[src/design/id3fx_pkg.sv]
// Package for the ID3 frame extractor: shared types, register indexes and codes.
// No dependencies; imported by every module of the block.
package id3fx_pkg;

    // Configuration port
    localparam int CFG_IDX_W = 2;
    localparam int CFG_DATA_W = 32;
    localparam logic [CFG_IDX_W-1:0] CFG_TARGET_ID    = 2'd0;
    localparam logic [CFG_IDX_W-1:0] CFG_PICTURE_MODE = 2'd1;
    localparam logic [31:0] TARGET_ID_RESET = 32'h4150_4943;  // "APIC"

    // Tag and frame header constants
    localparam logic [23:0] ID3_MARK     = 24'h49_4433;      // "ID3"
    localparam logic [7:0]  ID3_VERSION  = 8'd3;
    localparam logic [3:0]  HDR_LAST_POS = 4'd9;              // tenth header byte
    localparam logic [32:0] HDR_BYTES    = 33'd10;
    localparam logic [6:0]  SYNCSAFE_MASK = 7'h7F;

    // Result outcome codes
    typedef enum logic [2:0] {
        OC_RUNNING   = 3'd0,
        OC_FOUND     = 3'd1,
        OC_NO_TAG    = 3'd2,
        OC_BAD_VER   = 3'd3,
        OC_NOT_FOUND = 3'd4,
        OC_TRUNCATED = 3'd5,
        OC_EMPTY     = 3'd6
    } t_outcome;

    // Parser phase
    typedef enum logic [3:0] {
        PH_TAG_HEADER   = 4'b0001,
        PH_FRAME_HEADER = 4'b0010,
        PH_SKIP         = 4'b0100,
        PH_PICTURE      = 4'b1000
    } t_phase;

    // Picture frame field walk
    typedef enum logic [4:0] {
        SUB_ENCODING    = 5'b00001,
        SUB_MIME        = 5'b00010,
        SUB_TYPE        = 5'b00100,
        SUB_DESCRIPTION = 5'b01000,
        SUB_PAYLOAD     = 5'b10000
    } t_sub_phase;

    // One input transaction
    typedef struct packed {
        logic [7:0] data_byte;
        logic       file_end;
    } t_in_item;

    // One result transaction, plus whether the byte produces one at all
    typedef struct packed {
        logic       emit;
        logic [7:0] picture_byte;
        logic       picture_valid;
        logic       picture_last;
        logic       finished;
        t_outcome   outcome;
    } t_result;

endpackage

[src/design/id3fx_in_stage.sv]
// Input register of the ID3 frame extractor: captures one byte transaction.
// Depends on id3fx_pkg.
module id3fx_in_stage (
    input  logic                i_clk,
    input  logic                i_rst_n,
    input  logic                i_in_valid,
    output logic                o_in_stall,
    input  id3fx_pkg::t_in_item i_item,
    input  logic                i_advance,
    output logic                o_item_valid,
    output id3fx_pkg::t_in_item o_item
);
    import id3fx_pkg::*;

    logic     r_valid;
    t_in_item r_item;
    logic     accept;

    // Hold the stored byte while the parser cannot advance
    assign o_in_stall = r_valid && !i_advance;
    assign accept     = i_in_valid && !o_in_stall;

    always_ff @(posedge i_clk) begin
        if (!i_rst_n) begin
            r_valid <= 1'b0;
        end else if (i_advance || !r_valid) begin
            r_valid <= i_in_valid;
        end
    end

    always_ff @(posedge i_clk) begin
        if (accept) begin
            r_item <= i_item;
        end
    end

    assign o_item_valid = r_valid;
    assign o_item       = r_item;

endmodule

[src/design/id3fx_parser.sv]
// Tag and frame parser of the ID3 frame extractor: configuration registers,
// parse state and the per-byte decision logic. Depends on id3fx_pkg.
module id3fx_parser (
    input  logic                           i_clk,
    input  logic                           i_rst_n,
    input  logic                           i_cfg_valid,
    input  logic [id3fx_pkg::CFG_IDX_W-1:0]  i_cfg_index,
    input  logic [id3fx_pkg::CFG_DATA_W-1:0] i_cfg_data,
    input  logic                           i_go,
    input  id3fx_pkg::t_in_item            i_item,
    output id3fx_pkg::t_result             o_result
);
    import id3fx_pkg::*;

    // Configuration
    logic [31:0] r_target_id;
    logic        r_picture_mode;

    // Parse state
    t_phase      r_phase, n_phase;
    t_sub_phase  r_sub, n_sub;
    logic [3:0]  r_pos, n_pos;
    logic [27:0] r_tag_len, n_tag_len;
    logic [32:0] r_consumed, n_consumed;
    logic [31:0] r_fid, n_fid;
    logic [31:0] r_flen, n_flen;
    logic [31:0] r_left, n_left;

    logic        done, pic_valid, pic_last;
    t_outcome    oc;
    logic [32:0] skip_total;
    logic [7:0]  b;

    assign b = i_item.data_byte;

    // Write configuration registers
    always_ff @(posedge i_clk) begin
        if (!i_rst_n) begin
            r_target_id    <= TARGET_ID_RESET;
            r_picture_mode <= 1'b1;
        end else if (i_cfg_valid) begin
            unique case (i_cfg_index)
                CFG_TARGET_ID:    r_target_id    <= i_cfg_data;
                CFG_PICTURE_MODE: r_picture_mode <= i_cfg_data[0];
                default: ;
            endcase
        end
    end

    // Bytes consumed once a non-matching frame is skipped
    assign skip_total = r_consumed + HDR_BYTES + {1'b0, r_flen};

    // Per-byte decision
    always_comb begin
        n_phase    = r_phase;
        n_sub      = r_sub;
        n_pos      = r_pos;
        n_tag_len  = r_tag_len;
        n_consumed = r_consumed;
        n_fid      = r_fid;
        n_flen     = r_flen;
        n_left     = r_left;
        done       = 1'b0;
        pic_valid  = 1'b0;
        pic_last   = 1'b0;
        oc         = OC_RUNNING;

        if (i_go) begin
            unique case (r_phase)
                PH_FRAME_HEADER: begin
                    if (r_pos == 4'd0 && b == 8'd0) begin
                        // padding where a frame should start
                        done = 1'b1;
                        oc   = OC_NOT_FOUND;
                    end else begin
                        if (r_pos < 4'd4) begin
                            n_fid = {r_fid[23:0], b};
                        end else if (r_pos < 4'd8) begin
                            n_flen = {r_flen[23:0], b};
                        end
                        if (r_pos == HDR_LAST_POS) begin
                            n_pos = 4'd0;
                            if (r_fid == r_target_id) begin
                                if (!r_picture_mode) begin
                                    done = 1'b1;
                                    oc   = OC_FOUND;
                                end else if (r_flen == 32'd0) begin
                                    done = 1'b1;
                                    oc   = OC_EMPTY;
                                end else begin
                                    n_left  = r_flen;
                                    n_sub   = SUB_ENCODING;
                                    n_phase = PH_PICTURE;
                                end
                            end else begin
                                n_consumed = skip_total;
                                if (skip_total >= {5'd0, r_tag_len}) begin
                                    done = 1'b1;
                                    oc   = OC_NOT_FOUND;
                                end else if (r_flen != 32'd0) begin
                                    n_left  = r_flen;
                                    n_phase = PH_SKIP;
                                end
                            end
                        end else begin
                            n_pos = r_pos + 4'd1;
                        end
                    end
                end
                PH_SKIP: begin
                    n_left = r_left - 32'd1;
                    if (r_left == 32'd1) begin
                        n_phase = PH_FRAME_HEADER;
                        n_pos   = 4'd0;
                    end
                end
                PH_PICTURE: begin
                    n_left = r_left - 32'd1;
                    // drop the leading fields, one zero terminator per string
                    unique case (r_sub)
                        SUB_ENCODING: n_sub = SUB_MIME;
                        SUB_MIME: begin
                            if (b == 8'd0) n_sub = SUB_TYPE;
                        end
                        SUB_TYPE: n_sub = SUB_DESCRIPTION;
                        SUB_DESCRIPTION: begin
                            if (b == 8'd0) n_sub = SUB_PAYLOAD;
                        end
                        default: pic_valid = 1'b1;
                    endcase
                    if (r_left == 32'd1) begin
                        done     = 1'b1;
                        pic_last = pic_valid;
                        oc       = pic_valid ? OC_FOUND : OC_EMPTY;
                    end
                end
                default: begin
                    // tag header: marker and version, then syncsafe length
                    if (r_pos < 4'd4) begin
                        n_fid = {r_fid[23:0], b};
                    end else if (r_pos >= 4'd6) begin
                        n_tag_len = {r_tag_len[20:0], b[6:0] & SYNCSAFE_MASK};
                    end
                    if (r_pos == HDR_LAST_POS) begin
                        done = 1'b1;
                        if (r_fid[31:8] != ID3_MARK) begin
                            oc = OC_NO_TAG;
                        end else if (r_fid[7:0] != ID3_VERSION) begin
                            oc = OC_BAD_VER;
                        end else if (n_tag_len == 28'd0) begin
                            oc = OC_NOT_FOUND;
                        end else begin
                            done       = 1'b0;
                            n_phase    = PH_FRAME_HEADER;
                            n_pos      = 4'd0;
                            n_consumed = 33'd0;
                        end
                    end else begin
                        n_pos = r_pos + 4'd1;
                    end
                end
            endcase

            // early end of file
            if (!done && i_item.file_end) begin
                done = 1'b1;
                oc   = OC_TRUNCATED;
            end

            // restart for the next file
            if (done) begin
                n_phase    = PH_TAG_HEADER;
                n_sub      = SUB_ENCODING;
                n_pos      = 4'd0;
                n_consumed = 33'd0;
            end
        end
    end

    // Advance control state
    always_ff @(posedge i_clk) begin
        if (!i_rst_n) begin
            r_phase    <= PH_TAG_HEADER;
            r_sub      <= SUB_ENCODING;
            r_pos      <= 4'd0;
            r_consumed <= 33'd0;
        end else begin
            r_phase    <= n_phase;
            r_sub      <= n_sub;
            r_pos      <= n_pos;
            r_consumed <= n_consumed;
        end
    end

    // Advance field shifters and counters; each is loaded before it is read
    always_ff @(posedge i_clk) begin
        r_tag_len <= n_tag_len;
        r_fid     <= n_fid;
        r_flen    <= n_flen;
        r_left    <= n_left;
    end

    // Result of this byte
    always_comb begin
        o_result.emit          = i_go && (done || pic_valid);
        o_result.picture_byte  = pic_valid ? b : 8'd0;
        o_result.picture_valid = pic_valid;
        o_result.picture_last  = pic_last;
        o_result.finished      = done;
        o_result.outcome       = oc;
    end

endmodule

[src/design/id3fx_out_stage.sv]
// Result register of the ID3 frame extractor, with the stall back to the parser.
// Depends on id3fx_pkg.
module id3fx_out_stage (
    input  logic               i_clk,
    input  logic               i_rst_n,
    input  id3fx_pkg::t_result i_result,
    output logic               o_advance,
    output logic               o_out_valid,
    input  logic               i_out_stall,
    output logic [7:0]         o_picture_byte,
    output logic               o_picture_valid,
    output logic               o_picture_last,
    output logic               o_finished,
    output logic [2:0]         o_outcome
);
    import id3fx_pkg::*;

    logic    r_valid;
    t_result r_res;

    // Free when empty or when the held result leaves this cycle
    assign o_advance = !r_valid || !i_out_stall;

    always_ff @(posedge i_clk) begin
        if (!i_rst_n) begin
            r_valid <= 1'b0;
        end else if (o_advance) begin
            r_valid <= i_result.emit;
        end
    end

    always_ff @(posedge i_clk) begin
        if (o_advance && i_result.emit) begin
            r_res <= i_result;
        end
    end

    assign o_out_valid     = r_valid;
    assign o_picture_byte  = r_res.picture_byte;
    assign o_picture_valid = r_res.picture_valid;
    assign o_picture_last  = r_res.picture_last;
    assign o_finished      = r_res.finished;
    assign o_outcome       = r_res.outcome;

endmodule

[src/design/id3_frame_extractor.sv]
// Top level of the ID3v2.3 frame extractor: input register, parser, result register.
// Depends on id3fx_pkg, id3fx_in_stage, id3fx_parser, id3fx_out_stage.
//
//   Channel  | Handshake                     | Carries
//   ---------+-------------------------------+----------------------------------------
//   input    | i_in_valid / o_in_stall       | i_data_byte, i_file_end
//   result   | o_out_valid / i_out_stall     | picture byte, valid, last, finished, outcome
//   config   | i_cfg_valid / o_cfg_ready     | i_cfg_index, i_cfg_data
//
// One byte per clock while the result side does not stall. A byte accepted into the input
// register is parsed from there once the result register can take its result, and that
// result (if any) is registered there and offered on the result channel.
// The parser update, with its 33-bit consumed-bytes add, is combinational between them.
// Reset is synchronous and active low; the parser returns to the tag header and
// the registers take their reset values (target "APIC", picture mode on).
// A held result stalls the parser, which in turn stalls the input register.
module id3_frame_extractor (
    input  logic                            i_clk,
    input  logic                            i_rst_n,
    input  logic                            i_in_valid,
    output logic                            o_in_stall,
    input  logic [7:0]                      i_data_byte,
    input  logic                            i_file_end,
    output logic                            o_out_valid,
    input  logic                            i_out_stall,
    output logic [7:0]                      o_picture_byte,
    output logic                            o_picture_valid,
    output logic                            o_picture_last,
    output logic                            o_finished,
    output logic [2:0]                      o_outcome,
    input  logic                            i_cfg_valid,
    output logic                            o_cfg_ready,
    input  logic [id3fx_pkg::CFG_IDX_W-1:0]  i_cfg_index,
    input  logic [id3fx_pkg::CFG_DATA_W-1:0] i_cfg_data
);
    import id3fx_pkg::*;

    t_in_item in_item, held_item;
    logic     held_valid;
    logic     advance;
    t_result  result;

    // Registers are always writable
    assign o_cfg_ready = 1'b1;

    assign in_item.data_byte = i_data_byte;
    assign in_item.file_end  = i_file_end;

    id3fx_in_stage u_in (
        .i_clk        (i_clk),
        .i_rst_n      (i_rst_n),
        .i_in_valid   (i_in_valid),
        .o_in_stall   (o_in_stall),
        .i_item       (in_item),
        .i_advance    (advance),
        .o_item_valid (held_valid),
        .o_item       (held_item)
    );

    id3fx_parser u_parser (
        .i_clk       (i_clk),
        .i_rst_n     (i_rst_n),
        .i_cfg_valid (i_cfg_valid),
        .i_cfg_index (i_cfg_index),
        .i_cfg_data  (i_cfg_data),
        .i_go        (held_valid && advance),
        .i_item      (held_item),
        .o_result    (result)
    );

    id3fx_out_stage u_out (
        .i_clk           (i_clk),
        .i_rst_n         (i_rst_n),
        .i_result        (result),
        .o_advance       (advance),
        .o_out_valid     (o_out_valid),
        .i_out_stall     (i_out_stall),
        .o_picture_byte  (o_picture_byte),
        .o_picture_valid (o_picture_valid),
        .o_picture_last  (o_picture_last),
        .o_finished      (o_finished),
        .o_outcome       (o_outcome)
    );

endmodule

[config.mk]
export PLATFORM = sky130hd
export DESIGN_NAME = id3_frame_extractor
export DESIGN_NICKNAME = d
export VERILOG_FILES = /design/src/design/id3fx_pkg.sv /design/src/design/id3fx_in_stage.sv /design/src/design/id3fx_parser.sv /design/src/design/id3fx_out_stage.sv /design/src/design/id3_frame_extractor.sv
export SDC_FILE = /design/constraint.sdc
export NUM_CORES = 1
export LEC_CHECK = 0
export ABC_AREA = 1
export BUFFER_PORTS_ARGS = -buffer_cell sky130_fd_sc_hd__buf_2
export CELL_PAD_IN_SITES_DETAIL_PLACEMENT = 1
export CELL_PAD_IN_SITES_GLOBAL_PLACEMENT = 2
export CORE_ASPECT_RATIO = 1.5
export CORE_MARGIN = 1
export CORE_UTILIZATION = 30
export DETAILED_ROUTE_END_ITERATION = 8
export HOLD_SLACK_MARGIN = 0.05
export PLACE_DENSITY_LB_ADDON = 0.15
export SETUP_SLACK_MARGIN = 0.4
export SLEW_MARGIN = 30
export SYNTH_ARGS = -nofsm -noshare
export SYNTH_HDL_FRONTEND = slang
export SYNTH_SLANG_ARGS = --single-unit
[constraint.sdc]
create_clock -name i_clk -period 6.2 [get_ports i_clk]
set_clock_uncertainty 0.05 [all_clocks]
set_input_delay 0.62 -clock i_clk [delete_from_list [all_inputs] [get_ports i_clk]]
set_output_delay 0.62 -clock i_clk [all_outputs]
set_load 0.005 [all_outputs]
======== Word-level counts from Yosys, hierarchy flattened ========
Index checks and enable logic that the tools add are counted.
cells by class
  add/subtract/negate cells ............... 4
  multipliers ............................. 0
  div/mod/pow operators ................... 0
  order comparisons ....................... 4
  equal/unequal tests ..................... 44
  shift operators ......................... 0
  muxes and demuxes ....................... 92
  bitwise logic cells ..................... 5
  reduce and logical (&&, ||, !) cells .... 41
operators by type and width
  cell                   count
  $mux 32                9
  $mux 33                8
  $pmux 32 s2            2
  $mux 28                4
  $mux 4                 21
  $pmux 33 s2            1
  $mux 5                 8
  $mux 3                 13
  $add 33x32->33         1
  $add 33x4->33 const B  1
  $ge 33x28->1           1
  $eq 32x1->1 const B    1
  $eq 32x32->1           1
  $logic_not 32->1       1
  $reduce_bool 32->1     1
  $sub 32x1->32 const B  1
  $logic_not 28->1       1
  $ne 24x23->1 const B   1
  $pmux 4 s3             2
  $ne 3x3->1 const B     7
  $mux 1                 20
  $pmux 5 s4             1
  $ne 4x4->1 const B     4
  $reduce_and 8->1       2
  other kinds (43)       78
word-level totals
  flip-flop bits (word level) ............. 228
  bits in latches ......................... 0
  bits in writable memories ............... 0
  ROM bits ................................ 0
  input port bits ......................... 48
  output and inout bits ................... 17
  memories ................................ 0

======== Logic depth before layout (Yosys ltp) ========
Gate-level depths: netlist of the first run.
  depth after elaboration ................. 20
  depth in mapped cells ................... 35

======== Cells and area by module ========
A second synthesis of the first run with hierarchy kept.
unflattened totals
  cell total of the unflattened synthesis .. 1610
  area, all modules ....................... 13331.5 sq um
by module, submodules not included
  module               times used  cells each  area an instance (sq um)  seq. area each (sq um)
  id3fx_parser         1           1569        12524.5                   5305.1
  id3fx_out_stage      1           20          467.9                     440.4
  id3fx_in_stage       1           17          320.3                     290.3
  id3_frame_extractor  1           4           18.8                      0.0

======== Least setup slack after synthesis of the first run ========
Ideal clock, no wire load.
  path type ............................... flip-flop to flip-flop
  start point ............................. register u_parser.r_flen[1]
  end point ............................... register u_parser.r_left[0], enable pin
  setup time .............................. 0.421 ns
  data arrival time ....................... 4.678 ns
  setup slack ............................. 1.051 ns
  cell stages (with the launch flop) ...... 28
  clock period less this slack ............ 5.149 ns
  cell sequence ........................... edfxtp_1 -> inv_1 -> ha_1 -> inv_1 -> ha_1 -> fa_1 -> nand3_1 -> nand2_1 -> nand2_1 -> nand2_1 -> nand2_1 -> nand2_1 -> a31o_2 -> a21oi_1 -> xor2_1 -> inv_1 -> ha_1 -> nand2_1 -> nor2_1 -> nand3_1 -> o21bai_1 -> inv_1 -> nand3_1 -> a21oi_1 -> nand2_1 -> o21ai_0 -> inv_1 -> nor2_1
on the way
  longest elaborated chain between the ends .. 4
RTL lines
  item                                   line                 source
  start, declared                        id3fx_parser.sv:26   logic [31:0] r_flen, n_flen;
  start signal, assigned                 id3fx_parser.sv:199  r_flen <= n_flen;
  $add 33x32->33                         id3fx_parser.sv:51   assign skip_total = r_consumed + HDR_BYTES + {1'b0, r_flen};
  $ge 33x28->1                           id3fx_parser.sv:97   if (skip_total >= {5'd0, r_tag_len}) begin
  $ne 3x2->1 (no source line)            n/a
  $reduce_and 8->1 (no source line) (*)  n/a
  end signal, assigned                   id3fx_parser.sv:200  r_left <= n_left;
  end, declared                          id3fx_parser.sv:27   logic [31:0] r_left, n_left;
Mark *: on every way between the ends. The rest lies on a longest branch, timed or not.
A chain may end at the register's enable or synchronous reset.

======== Final worst setup path of the first run ========
  start point ............................. register u_parser.r_flen[1]
  end point ............................... register u_parser.r_consumed[27]
on the way
  longest elaborated chain between the ends .. 14
RTL lines
  item                                                 line                                    source
  $add 33x32->33 or $logic_not 32->1 (tied branches)   id3fx_parser.sv:51, id3fx_parser.sv:87
  $ge 33x28->1 or $mux 1 (tied branches)               id3fx_parser.sv:97, id3fx_parser.sv:87
  $mux 1, on equally long branches                     id3fx_parser.sv:97, id3fx_parser.sv:84
  $mux 1                                               id3fx_parser.sv:83                      if (r_fid == r_target_id) begin
  $mux 1                                               id3fx_parser.sv:81                      if (r_pos == HDR_LAST_POS) begin
  $mux 1                                               id3fx_parser.sv:71                      if (r_pos == 4'd0 && b == 8'd0) begin
  $pmux 1 s3                                           id3fx_parser.sv:69                      unique case (r_phase)
  $mux 1                                               id3fx_parser.sv:68                      if (i_go) begin
  $logic_not 1->1                                      id3fx_parser.sv:165                     if (!done && i_item.file_end) begin
  $logic_and 1x1->1                                    id3fx_parser.sv:165
  $mux 1                                               id3fx_parser.sv:165
  $mux 1                                               id3fx_parser.sv:68
  $ne 3x3->1 (no source line) (tied with other cells)  n/a
  $reduce_and 8->1 (no source line)                    n/a
  end signal, assigned                                 id3fx_parser.sv:191                     r_consumed <= n_consumed;
  end, declared                                        id3fx_parser.sv:24                      logic [32:0] r_consumed, n_consumed;
Several ways; a longest one is shown, not always the timed one. The select of a mux whose other input is x is not followed.

==> results of run 1 <==
[power breakdown]
group / internal (uW) / switching (uW)
sequential: 1660 / 45.0
clock: 958 / 662
combinational: 117 / 220
[worst max-delay path: cells and delay by family, from the launching register on]
kind / cells / cell delay [ns]
AO/OA/AOI/OAI: 5 / 0.80
adder cells (fa/ha/maj): 4 / 1.19
buffers and inverters: 5 / 0.58
AND/OR/NAND/NOR: 16 / 1.89
XOR/XNOR: 1 / 0.16
flip-flops: 1 / 0.47
[metrics by stage]
stage	total power (uW)	instance area (um2)	setup slack (ns)	cells
after floorplan	1950	13200	1.05	1599
after global placement	2080	14100	0.561	2204
after detailed placement	2090	14100	0.508	2204
after CTS	3730	15000	0.462	2250
after global routing	3820	15000	0.493	2250
final	3670	15000	0.963	2250
[synthesized netlist by cell type (8+ instances only)]
| library cell | count | area (um2) |
|---|---|---|
| nand2_1 | 357 | 1340 |
| inv_1 | 206 | 773 |
| nor2_1 | 201 | 754 |
| edfxtp_1 | 147 | 4410 |
| ha_1 | 96 | 1200 |
| o21ai_0 | 87 | 435 |
| a21oi_1 | 84 | 420 |
| dfxtp_1 | 81 | 1620 |
| nand3_1 | 57 | 285 |
| xor2_1 | 48 | 420 |
| nor4_1 | 35 | 219 |
| o21ai_1 | 27 | 135 |
| nand4_1 | 24 | 150 |
| clkbuf_1 | 20 | 75.1 |
| a31oi_1 | 18 | 113 |
| nor3_1 | 15 | 75.1 |
| xnor2_1 | 11 | 96.3 |
| buf_2 | 8 | 40.0 |
[final cells by class]
class                           count  area (um2)  share of cell area
Clock inverter                     13         176              0.0118
Inverter                          214         811              0.0540
Timing Repair Buffer               72         383              0.0255
Clock buffer                       33         696              0.0463
Sequential cell                   228        6040               0.402
Tap cell                          570         713              0.0475
Multi-Input combinational cell   1120        6200               0.413
[what timing repair did]
item / 4_1_cts / 5_1_grt
gates resized for setup: 0 / 7
hold endpoints to repair: 0 / 0
setup endpoints to repair: 0 / 35
[logic make-up (layout without fill, tap and decap cells)]
kind of cell    after synthesis  in the layout  synth area share
flops                       228            228             0.458
other cells                   1              1          0.000284
compound gates              242            242             0.100
mux                           1              1          0.000854
simple gates                720            720             0.233
xor+xnor                     59             59            0.0392
buf+inv                     251            332            0.0762
fa+ha+maj                    97             97            0.0926
[metal layers]
layer | share of wire | GRT usage | up-vias
met5 | 0 | 0 | -
met4 | 0.045 | 0.0880 | 0
met3 | 0.025 | 0.0188 | 71
met2 | 0.55 | 0.393 | 146
met1 | 0.38 | 0.204 | 5168
li1 | - | - | 5440
[worst min-delay path by stage]
stage,from,endpoint,slack [ns],cells after the start
after global routing,i_data_byte[6],u_in.o_item[7],0.18,1
after CTS,i_data_byte[6],u_in.o_item[7],0.18,1
after global placement,u_parser.r_fid[14],u_parser.r_fid[22],0.38,0
after floorplan,u_parser.r_consumed[28],u_parser.r_consumed[28],0.37,2
after detailed placement,u_parser.r_fid[14],u_parser.r_fid[22],0.39,0
final,i_data_byte[7],u_in.o_item[8],0.21,1
[sequential cells by signal, indices dropped and copies added, names as in the netlist]
signal and count:
u_out.o_picture_valid 1, u_parser.r_sub 5, u_parser.r_pos 4, u_out.o_finished 1, u_out.o_outcome 3, u_out.o_out_valid 1
u_parser.r_fid 32, u_in.o_item 9, u_parser.r_tag_len 28, u_out.o_picture_last 1, u_parser.r_consumed 33, u_parser.r_phase 4
u_parser.r_picture_mode 1, u_parser.r_left 32, u_parser.r_flen 32, u_in.o_item_valid 1, u_out.o_picture_byte 8, u_parser.r_target_id 32
==> results.cfg, run 1 <==
[global_route]
grt_pass1_vias = 11700
antenna_found_initial = 0
grt_pass1_wl_um = 67500
grt_max_degree = 74
grt_usage = 0.196
gr-total-overflow = 0

[clock_tree]
cts_tree = yes
cts.sinks = 228
clockRootBuffer = clkbuf_16
cts_max_path_buffers = 3
cts-hold-fix-buffers = 0
clk_latency_ns = 0.56
cts_buffers = 25
clk_pin_slew_ns = 0.07
cts_max_level = 1
postCtsSetupBuffers = 0

[placed_design]
dpl.hpwl_um = 33700
gp_congestion = 0.814
port_buffers = 63

[timing]
finalHoldViolCount = 0
worst_hold_slack_ns = 0.207
setup_violations = 0
min_period_ns = 5.24
fmax_ghz = 0.191
min_period_over_period = 0.845
slew_viol_final = 0
rsz0062_at_grt = no
slew_headroom = 0.426
worst_slew_pin_slew_ns = 0.853
setup-tns-final_ns = 0

[setup_path]
slowest_delay_ns = 0.47
reg2reg_to = u_parser.r_consumed[27]
cp_data_arrival_time_ns = 5.66
reg2reg_slack_ns = 0.96
reg2reg_depth = 31
r2r-start = u_parser.r_flen[1]
cp_slowest_cell = edfxtp_1
crit_path_end_kind = flip-flop
startpoint_type = flip-flop
critPathKind = reg2reg
critPathLaunch = u_parser.r_flen[1]
path_max_fanout = 32
crit_required_ns = 6.62
critPathCapture = u_parser.r_consumed[27]
path_common_cell = nand2_1

[logic_synthesis]
yosysSeqAreaShare = 0.458
yosys_warnings = 0
async_flop_share = 0
avgSynthCellArea_um2 = 8.25
synth_area_um2 = 13200
ys.flop_type = edfxtp_1
syn_nets = 1744
synth-edff-count = 147
syn_inst = 1599
ys_types = 50
ys_seq_elements = 228

[floorplan]
die_x_um = 173
start_util = 0.305
die_h_um = 259
ios = 65
die_area_um2 = 44800
core_area_um2 = 43200
rows = 93

[drt]
post-route-drc-count = 0
dr.pass1.iters = 4
wl_per_cell_um = 19.3
drtAntennaViolNets = 0
num_vias = 10800
via_per_inst = 4.81
drtIter0Drc = 477
drt-total-wl_um = 43300

[run_status]
status = finished clean

[cells_and_area]
drive_gt1_frac = 0.0923
area_delta_synth_final_pct = 13.9
n_fill_cell = 5198
antenna_cells = 0
num-nets-final = 1806
layout_commonest_cell = nand2_1
mostFrequentLayoutCells = nand2_1 (356), inv_1 (206), nor2_1 (198)
finalCoreUtilization = 0.348

[job]
drv_cap = 0

[pwr]
power.density_nw_per_um2 = 244
max-vdd-ir-drop_uv = 157
p_leak_uw = 0.00663

[hold_path]
holdCritPathClass = in2reg
Power figures use the tool's default switching activity.
==> run 2, diff against run 1 <==
- clock period: 6.2 -> 5.1 ns (I/O delays scaled with it)
==> results.cfg, run 2 (synthesis results as in run 1) <==
[floorplan]
start_util = 0.305
die_x_um = 173
ios = 65
core_area_um2 = 43200
die_h_um = 259
rows = 93
die_area_um2 = 44800

[cells_and_area]
design_area_um2 = 16300
layout_commonest_cell = nand2_1
seq_area_um2 = 6040
largest_register = u_parser.r_consumed
area_delta_synth_final_pct = 24.0
final_cells = 2322
largest_reg_flops = 33
multi_input_area_um2 = 6970
antenna_cells = 0
mostFrequentLayoutCells = nand2_1 (333), inv_1 (200), nor2_1 (192)
num-nets-final = 1877
drive_gt1_frac = 0.193
n_fill_cell = 5076

[setup_path]
reg2reg_depth = 31
cp_top_family = simple AND/OR/NAND/NOR gates
slowest_delay_ns = 0.46
startpoint_type = flip-flop
critPathBufInv = 7
path_max_fanout = 8
r2r-start = u_parser.r_flen[8]
reg2reg_to = u_parser.r_consumed[20]
crit_path_end_kind = flip-flop
cp_data_arrival_time_ns = 4.88
critPathKind = reg2reg
reg2reg_slack_ns = 0.60
cp_slowest_cell = edfxtp_1
crit_required_ns = 5.48

[drt]
drtIter0Drc = 498
post-route-drc-count = 0
drtAntennaViolNets = 0
drt-total-wl_um = 44400
via_per_inst = 4.81
wl_per_cell_um = 19.1
dr.pass1.iters = 4
num_vias = 11200

[pwr]
max-vdd-ir-drop_uv = 249
power.density_nw_per_um2 = 269
p_leak_uw = 0.00702

[placed_design]
placedCellCount = 2239
dp_worst_setup_slack_ns = 0.0573
placed_area_um2 = 14400
port_buffers = 63
dpl.hpwl_um = 34300
gp_congestion = 0.839

[clock_tree]
clk_pin_slew_ns = 0.06
clockRootBuffer = clkbuf_16
cts_max_path_buffers = 3
cts_tree = yes
cts.sinks = 228
cts_buffers = 26
cts_max_level = 1
clk_latency_ns = 0.54
cts-hold-fix-buffers = 0

[timing]
setup_violations = 0
setup_ws_ns = 0.603
min_period_over_period = 0.882
finalHoldViolCount = 0
rsz0062_at_grt = yes
worst_slew_pin_slew_ns = 0.927
fmax_ghz = 0.222
slew_headroom = 0.380
worst_hold_slack_ns = 0.0890
slew_viol_final = 0
min_period_ns = 4.50
setup-tns-final_ns = 0

[hold_path]
min_to = u_in.o_item[4]
hold_depth = 1
holdCritPathClass = in2reg
hold_start = i_data_byte[3]

[global_route]
grt_pass1_vias = 11800
grt_pass1_wl_um = 67000
grt_max_degree = 74
grt_usage = 0.195
gr-total-overflow = 0
antenna_found_initial = 0

[job]
drv_cap = 0

[run_status]
status = finished clean
==> run 2: cell count changes in the layout (fill, tap and decap cells not counted), sizes merged <==
cell	before	now
buf	72	140
bufinv	4	1
clkinv	6	14
clkinvlp	2	3
inv	215	212
clkbuf	33	34
==> run 2: worst max-delay path by stage <==
stage	startpoint	to	slack (ns)	cells past startpoint
finish	u_parser.r_flen[8]	u_parser.r_consumed[20]	0.60	31
global route	u_parser.r_flen[10]	u_parser.r_consumed[22]	0.26	29
CTS	u_parser.r_flen[8]	u_parser.r_sub[3]	0.41	31
detailed placement	u_parser.r_flen[1]	u_parser.r_sub[0]	0.06	33
global placement	u_parser.r_flen[1]	u_parser.r_sub[0]	0.13	33
floorplan	u_parser.r_flen[1]	u_parser.r_left[0]	0.47	27
==> run 2: final cells by class <==
class	instances	area share
multi-input combinational	1120	0.426
sequential	228	0.369
timing repair buffer	142	0.0620
inverter	214	0.0494
tap	570	0.0436
clock buffer	32	0.0425
clock inverter	16	0.00689
==> run 2: power by group <==
| part | switching (uW) | total (uW) | internal [uW] |
|---|---|---|---|
| registers | 57.0 | 2080 | 2020 |
| logic | 302 | 500 | 197 |
| clock network | 798 | 1820 | 1020 |
| total | 1160 | 4400 | 3240 |
==> run 2: repair_timing <==
item / CTS / global route
endpoints found under the setup margin: 93 / 96
buffers inserted: 10 / 23
pin swaps: 7 / 45
cloned: 0 / 2
resized for setup: 29 / 132
==> run 2: routing by layer <==
layer  vias up  GRT usage  part of all wire
met2       123      0.393              0.55
li1       5585          -                 -
met5         -          0                 0
met1      5397      0.197              0.37
met4         0     0.0848             0.047
met3        75     0.0241             0.025
==> run 2: stage by stage <==
stage	power, uW	utilization
after floorplan	2370	-
after global placement	2550	0.335
after detailed placement	2560	0.335
after CTS	4410	0.358
after global routing	4590	0.379
final	4400	0.379
